`src/design/sacn_fifo.sv`:
```
// Two-entry queue between the front end and the lookup back end.
module sacn_fifo #(
	parameter int WIDTH = 46
) (
	input  logic             clk,
	input  logic             arst_n,
	input  logic             push,
	input  logic [WIDTH-1:0] push_data,
	output logic             full,
	input  logic             pop,
	output logic             not_empty,
	output logic [WIDTH-1:0] pop_data
);

	logic [1:0][WIDTH-1:0] slot_q;
	logic                  wr_ptr_q;
	logic                  rd_ptr_q;
	logic [1:0]            count_q;

	assign full      = (count_q == 2'd2);
	assign not_empty = (count_q != 2'd0);
	assign pop_data  = slot_q[rd_ptr_q];

	// Advance pointers and count
	always_ff @(posedge clk or negedge arst_n) begin
		if (!arst_n) begin
			wr_ptr_q <= 1'b0;
			rd_ptr_q <= 1'b0;
			count_q  <= 2'd0;
		end else begin
			if (push) begin
				wr_ptr_q <= ~wr_ptr_q;
			end
			if (pop) begin
				rd_ptr_q <= ~rd_ptr_q;
			end
			if (push && !pop) begin
				count_q <= count_q + 2'd1;
			end else if (pop && !push) begin
				count_q <= count_q - 2'd1;
			end
		end
	end

	// Store entries
	always_ff @(posedge clk) begin
		if (push) begin
			slot_q[wr_ptr_q] <= push_data;
		end
	end

endmodule

```
`config.mk`:
```
export PLATFORM = sky130hd
export DESIGN_NAME = sacn_fifo
export DESIGN_NICKNAME = d
export VERILOG_FILES = /design/src/design/sacn_fifo.sv
export SDC_FILE = /design/constraint.sdc
export NUM_CORES = 1
export LEC_CHECK = 0
export BUFFER_PORTS_ARGS = -buffer_cell sky130_fd_sc_hd__buf_2
export CORE_UTILIZATION = 51
export DETAILED_ROUTE_END_ITERATION = 12
export PLACE_DENSITY = 0.89
export SYNTH_ARGS = -nofsm -noshare
export SYNTH_HDL_FRONTEND = slang
export SYNTH_SLANG_ARGS = --single-unit
export TNS_END_PERCENT = 10
```
`constraint.sdc`:
```
create_clock -name clk -period 4.2 [get_ports clk]
set_input_delay 0.42 -clock clk [delete_from_list [all_inputs] [get_ports clk]]
set_output_delay 0.42 -clock clk [all_outputs]
set_load 0.01 [all_outputs]
```
==> out/qor.txt <==
Status - complete, no violations
Most numerous cell in the Yosys netlist - edfxtp_1
Crit-path max FO - 41
Core area - 6830 um2
Postcts setup bufs - 0
Pleak - 1.77 nW
Max Cap Viol - 0
Worst setup path endpoint - pop_data[31]
Area contributors post-synth - edfxtp_1 (76%), mux2_4 (12%), mux2_2 (5.0%)
CP Capture Type - output pin
Initial DRC Count - 82
Final Critical Period - 2700 ps
CTS tree - yes
Crit path required time - 3780 ps
Clock root buffer - clkbuf_8
Hold path depth - 1
H-Tree Depth - 3
Worst VDD drop - 0.466 mV
Synth-to-Final Area Change - 22.8%
Top Ports - 98
Deepest clock path buffer count - 2
Slew @ Worst Pin - 1120 ps
Pre-CTS WS - 1830 ps
First-pass GRT wire length - 8380 um
# DRC - 0
Synthesis Warnings - 0
Part of the cycle the worst path needs - 64.3%
Unrepaired setup endpoints after global routing - false
Relative slew slack - 25.1%
Fillers - 494
Final hold vios - 0
#FFs+latches synth - 96
Clk_lat worst skew - 350 ps
Die Width - 86.4 um
Post-synthesis cell type count - 14
Syn Nets - 210
Fraction of registers with async set/reset - 4.17%
Final Skew - 7.78 ps
Critical Path AT - 2280 ps
Vias per cell - 4.80
Die Ht - 86.4 um
Reg2Reg Depth - 2
Clock Sinks - 96
Hold Crit Class - input pin to flop
R2R Path End - slot_q[22]
Seq/Total Area, Yosys - 78.8%
Cell Rows - 30
Gpl congestion - 0.691
Final Max Tran Viols - 0
Initial antenna violation count - 0
Via count - 1755
Setup Crit Path Kind - flop to output pin
Worst Slack Setup Final - 1500 ps
Ratio of cells with drive above 1 in the final layout - 60.4%
Post-Syn Instances - 159
Avg WL per Cell - 14.8 um
DRT antenna net count - 0
Die area - 7460 um2
GRT overflow - 0
Worst Setup SP - rd_ptr_q
Top post-synthesis cells by count - edfxtp_1 (92), mux2_4 (30), mux2_2 (16)
Worst-path clk slew - 90 ps
Routed WL - 5410 um
Avg Inst Size Synth - 22.8 um2
# setup viols final - 0
Power per cell area - 655 nW/um2
ANT cells - 0
Pin count of the biggest net entering global routing - 47
R2r setup slk - 2420 ps
Final Net Count - 316
CTS buffer count - 9
HPWL after DPL - 3460 um
Vias in the first global route - 1827
Initial Util - 53.2%
Cts repair resizes - 0
Mapped Area - 3630 um2
R2R Path Start - wr_ptr_q
Synth area leader - edfxtp_1
Port Buffers - 97
Maximum clock frequency - 371 MHz
Number of synthesized flops with an enable pin - 92
Yosys top cell area share - 76.1%
Startpoint Class - flop
Gr usage total - 15.6%
Pre-antenna DRT Iters - 4
Dominant synthesized flop cell - edfxtp_1
Fin Setup TNS - 0 ps
## worst min-delay path by stage
| stage | startpoint | endpoint | slack [ps] |
|---|---|---|---|
| 2_1_floorplan | arst_n | count_q[0] | 120 |
| 3_3_place_gp | arst_n | count_q[1] | 230 |
| 3_5_place_dp | arst_n | wr_ptr_q | 240 |
| 4_1_cts | push_data[14] | slot_q[14] | 230 |
| 5_1_grt | push_data[18] | slot_q[18] | 230 |
| 6_report | push_data[42] | slot_q[88] | 260 |
## power by group
part	internal [mW]	leakage [nW]	switching, mW
clock	0.396	0.110	0.293
sequential	1.27	0.909	0.148
combinational	0.461	0.756	0.348
## routing by layer
metal	GRT usage [%]	share of wire (%)
met5	0	0
met3	3.52	4.6
met4	8.48	1.8
met1	17.8	41
met2	27.3	52
## kinds of logic (layout without fill, tap and decap cells)
kind of cell,count (synthesis),count (layout),share of synthesized area [%]
xor gates and xnor gates,5,5,1.21
adders and majority gates,1,1,0.344
buffers and inverters,6,117,1.48
DFF,96,96,78.8
muxes,46,46,17.4
and+or+nand+nor,5,5,0.792
## worst max-delay path, cell delays in order (launching register included)
cell	delay [ps]
dfrtp_2	1120
buf_4	330
mux2_2	340
buf_2	140
## registers in the layout, summed over array words and instances (netlist names)
register,count
count_q,2
rd_ptr_q,1
slot_q,92
wr_ptr_q,1
## cell type report
class | instances | area [um2] | share of cell area [%]
flip-flops and latches | 96 | 2860 | 64.2
clock inverters | 5 | 105 | 2.36
repair buffers | 100 | 510 | 11.4
multi-input cells | 57 | 724 | 16.2
clock buffers | 11 | 131 | 2.95
inverters | 1 | 3.75 | 0.0842
well taps | 96 | 120 | 2.69
## stage by stage
stage	utilization [%]	instance area [um2]	instances	total power, mW	hold WS [ps]
2_1_floorplan	-	3630	159	2.00	124
5_1_grt	65.3	4460	366	3.06	230
6_report	65.3	4460	366	2.92	256
3_3_place_gp	61.7	4210	349	2.24	230
3_5_place_dp	61.7	4210	349	2.27	235
4_1_cts	65.3	4460	366	2.96	234
## timing repair
action                                  4_1_cts  5_1_grt
hold buffers                                  1        0
endpoints found under the hold margin         4        0
endpoints found under the setup margin        0        0
## cell usage in the layout, fill, tap and decap left out, drive strengths merged
cell         count
and2             1
xor2             4
mux2            46
or2              1
dlygate4sd3      1
inv              1
dfrtp            4
bufinv           3
nor2             1
nor2b            2
buf             99
clkbuf          11
edfxtp          92
clkinvlp         2
xnor2            1
ha               1
Note: power is estimated with default switching activity, not from simulation.
