--- config.mk ---
export PLATFORM = sky130hd
export DESIGN_NAME = sacn_front
export DESIGN_NICKNAME = d
export VERILOG_FILES = /design/src/design/sacn_pkg.sv /design/src/design/sacn_front.sv
export SDC_FILE = /design/constraint.sdc
export NUM_CORES = 1
export LEC_CHECK = 0
export BUFFER_PORTS_ARGS = -buffer_cell sky130_fd_sc_hd__buf_2
export CORE_ASPECT_RATIO = 0.75
export CORE_UTILIZATION = 50
export DETAILED_ROUTE_END_ITERATION = 16
export GPL_TIMING_DRIVEN = 0
export MAX_ROUTING_LAYER = met4
export PLACE_DENSITY = 0.89
export SYNTH_ARGS = -nofsm -noshare
export SYNTH_HDL_FRONTEND = slang
export SYNTH_SLANG_ARGS = --single-unit
--- constraint.sdc ---
create_clock -name vclk -period 3.55
set_clock_uncertainty 0.2 [all_clocks]
set_input_delay 0.71 -clock vclk [all_inputs]
set_output_delay 0.71 -clock vclk [all_outputs]
set_load 0.005 [all_outputs]
--- src/design/sacn_pkg.sv ---
// Shared types and constants for the set-associative NRU cache lookup block.
package sacn_pkg;

	// Fixed field widths of the stream and configuration ports
	localparam int ADDR_IN_W  = 32;
	localparam int TAG_W      = 32;
	localparam int WAY_OUT_W  = 3;
	localparam int MISS_W     = 32;
	localparam int CFG_ADDR_W = 4;
	localparam int CFG_DATA_W = 32;
	localparam int IDX_RAW_W  = 7;
	localparam int OUT_DATA_W = 40;

	// Register reset values
	localparam logic [4:0] OFFSET_BITS_RST = 5'd4;
	localparam logic [2:0] INDEX_BITS_RST  = 3'd6;
	localparam logic [3:0] WAYS_IN_USE_RST = 4'd8;

	// Register indexes, taken from the word address
	typedef enum logic [1:0] {
		REG_OFFSET_BITS = 2'd0,
		REG_INDEX_BITS  = 2'd1,
		REG_WAYS_IN_USE = 2'd2
	} reg_idx_t;

	// Configuration handed to the front end
	typedef struct packed {
		logic [4:0] offset_bits;
		logic [2:0] index_bits;
		logic [3:0] ways_in_use;
	} cfg_t;

	// Back-end sequencer states
	typedef enum logic [1:0] {
		B_CLEAR,
		B_IDLE,
		B_LOOK
	} back_state_t;

endpackage

--- src/design/sacn_front.sv ---
// Front end: splits an address into tag and set and builds the way mask.
module sacn_front #(
	parameter int SETS       = 64,
	parameter int WAYS       = 8,
	parameter int ADDR_WIDTH = 32,
	parameter int SET_W      = 6,
	parameter int ITEM_W     = 46
) (
	input  sacn_pkg::cfg_t                    cfg,
	input  logic [sacn_pkg::ADDR_IN_W-1:0]    address,
	output logic [ITEM_W-1:0]                 item
);

	localparam int RAW_N = 1 << sacn_pkg::IDX_RAW_W;

	typedef logic [RAW_N-1:0][SET_W-1:0] set_tab_t;

	// Fold the raw index into the set range, worked out at elaboration
	function automatic set_tab_t mk_set_tab();
		set_tab_t t;
		for (int i = 0; i < RAW_N; i++) begin
			t[i] = SET_W'(i % SETS);
		end
		return t;
	endfunction

	localparam set_tab_t SET_TAB = mk_set_tab();

	localparam logic [sacn_pkg::ADDR_IN_W-1:0] AMASK = (ADDR_WIDTH >= sacn_pkg::ADDR_IN_W) ?
		{sacn_pkg::ADDR_IN_W{1'b1}} :
		sacn_pkg::ADDR_IN_W'((64'd1 << ADDR_WIDTH) - 64'd1);

	logic [sacn_pkg::ADDR_IN_W-1:0] addr_m;
	logic [sacn_pkg::TAG_W-1:0]     shifted;
	logic [sacn_pkg::IDX_RAW_W-1:0] idx_mask;
	logic [sacn_pkg::IDX_RAW_W-1:0] idx_raw;
	logic [SET_W-1:0]               set_idx;
	logic [4:0]                     nways;
	logic [WAYS-1:0]                way_mask;

	// Classify the address: tag, set and ways that take part
	always_comb begin
		addr_m   = address & AMASK;
		shifted  = addr_m >> cfg.offset_bits;
		idx_mask = sacn_pkg::IDX_RAW_W'((8'd1 << cfg.index_bits) - 8'd1);
		idx_raw  = shifted[sacn_pkg::IDX_RAW_W-1:0] & idx_mask;
		set_idx  = SET_TAB[idx_raw];

		nways = {1'b0, cfg.ways_in_use};
		if (nways == 5'd0) begin
			nways = 5'd1;
		end
		if (nways > 5'(WAYS)) begin
			nways = 5'(WAYS);
		end
		for (int w = 0; w < WAYS; w++) begin
			way_mask[w] = (5'(w) < nways);
		end

		item = {way_mask, set_idx, shifted};
	end

endmodule

==> reports/metrics.cfg <==
[timing]
hold_viol_final=0
fin_ws_ns=0.105
fin_crit_sh_pct=97.0
finalSetupViolations=0
worstMarginPinSlew_ns=0.657
fmax_mhz=290
slew_headroom_pct=55.5
drv_slew=0
fin_crit_ns=3.44
rsz0062_at_grt=false

[synth]
synth_top_area_cell=mux4_2
synth_area_um2=2240
synth-warning-count=0
syn_nets=323
yosys.area.top_type_share_pct=22.1
syn_inst=278
ys_types=53
ys_seq_area_share_pct=0
syn_avg_cell_area_um2=8.06
yosys-top-cells-area=mux4_2 (22%), mux2i_1 (16%), mux2_2 (9.1%), nor2_1 (6.9%), nand2_1 (3.5%)

[grt]
grt-ovfl-total=0
grt_pass1_vias=2453
grt_pass1_wl_um=12900
antenna_found_initial=0
grt_max_degree=11
grt_usage_pct=37.1

[final_layout]
final_cells=417
nClkBuffers=0
area_growth_pct=22.7
final_net_count=409
fill_cells=383
drive_gt1_share_pct=44.2
final-seq-area_um2=0
numSequentialCells=0
design_area_um2=2750
antenna_cells=0

[critical_path]
arrival_ns=2.53
required_ns=2.64
worst-path-buf-inv=4
cpLargestDelayFamily=buffers and inverters
crit_type=in -> out
cpPeakStageDelay_ns=0.39
crit_path_max_fanout=10
critPathLaunchType=primary input
end_kind=output port
crit_top_cell=buf_2
worstPathCellList=buf_2 -> buf_2 -> clkinv_1 -> nand2_1 -> o221ai_1 -> and3_1 -> or3_1 -> buf_2
critPathSlowestCell=clkinv_1

[route]
postRouteAntennaNets=0
drt-total-wl_um=8620
num_vias=2809
drtPass1Iterations=6
drt_iter0_drc=380
drcViolationCount=0
routedWlPerCell_um=20.7
via_per_inst=6.74

[clock_network]
postCtsSetupBuffers=0

[pwr]
leakagePower_nw=1.24
p_total_mw=0.451
power_density_nw_per_um2=164
peakVddDrop_uv=107

[die]
die_area_um2=4750
ios=90
start_util_pct=53.6
die_w_um=79.3
fp.coreArea_um2=4180
num_rows=20
chipHeight_um=60.0

[placed_design]
place_ws_ns=-0.0828
place_inst=417
dpl_cell_area_um2=2730
gp_congestion=1.02
hpwl_um=6640
port_buffers=84

[job]
maxCapViolCount=0

[run_status]
status=complete, no violations

[hold_path]
hold_class=in -> out

[through the flow]
stage          hold WS (ns)  utilization [%]  TNS, ns
2_1_floorplan          1.29                -        0
3_3_place_gp           1.51             65.3  -0.0548
3_5_place_dp           1.51             65.3  -0.0909
4_1_cts                1.51             65.3        0
5_1_grt                1.54             65.7        0
6_report               1.51             65.7        0
[what timing repair did]
action                                  in CTS  in global routing
endpoints found under the setup margin       2                  9
hold buffers                                 0                  0
gates resized for setup                      1                  8
cloned                                       0                  0
[report_power, final]
| group | internal, mW | switching, mW |
|---|---|---|
| combinational | 0.207 | 0.244 |
| clock | 0 | 0 |
| sequential | 0 | 0 |
| total | 0.207 | 0.244 |
[logic make-up (layout without fill, tap and decap cells)]
group,count (synthesis),after routing,share of synthesized area [%]
AO/OA/AOI/OAI,61,61,19.2
XOR/XNOR,1,1,0.391
adder cells (fa/ha/maj),1,1,0.559
buffers and inverters,33,117,8.71
multiplexers,77,77,48.8
other,1,1,0.167
AND/OR/NAND/NOR,104,104,22.2
[cells in the mapped netlist, types with 3 or more instances]
library cell   n
a211oi_1       8
mux2_2        18
buf_4          5
o21ai_0        7
nor2_1        41
or2_2          5
o22ai_1       11
o32ai_1        3
nand2b_1       4
nor2b_1        7
nor3_1         6
buf_2         11
and2_1         5
or3_1          6
clkbuf_1       9
nand2_1       21
buf_6          3
a21oi_1       11
mux2i_1       35
mux4_2        22
[metal layers]
layer | track usage [%] | wire length [µm]
met1 | 53.3 | 3470
met2 | 53.8 | 3660
met3 | 5.34 | 1180
met4 | 10.9 | 312
met5 | - | 0
[path summary, 6_finish.rpt]
kind,start,endpoint,slack (ns),cells after the start
setup / recovery,cfg[10],item[3],0.11,8
hold / removal,cfg[0],item[40],1.51,3
[tightest hold or removal path, delay by kind of cell]
family / cells / cell delay (ns)
buffers and inverters: 2 / 0.20
AO/OA/AOI/OAI: 1 / 0.10
[layout make-up]
cell class	instances	area (µm²)	share of cell area (%)
multi-input cells	245	2060	74.9
repair buffers	84	420	15.3
inverters	2	7.51	0.273
well taps	55	68.8	2.50
plain buffers	31	194	7.06
[cells in the final DEF, fill, tap and decap left out, types with 4 or more instances in the layout]
cell type  count
buf_2         95
nor2_1        41
mux2i_1       34
mux4_2        22
nand2_1       21
mux2_2        18
o22ai_1       11
a21oi_1       11
a211oi_1       8
clkbuf_1       7
nor2b_1        7
o21ai_0        7
or3_1          6
nor3_1         6
buf_4          5
or2_2          5
and2_1         5
nand2b_1       4
Note: power is estimated with default switching activity, not from simulation.
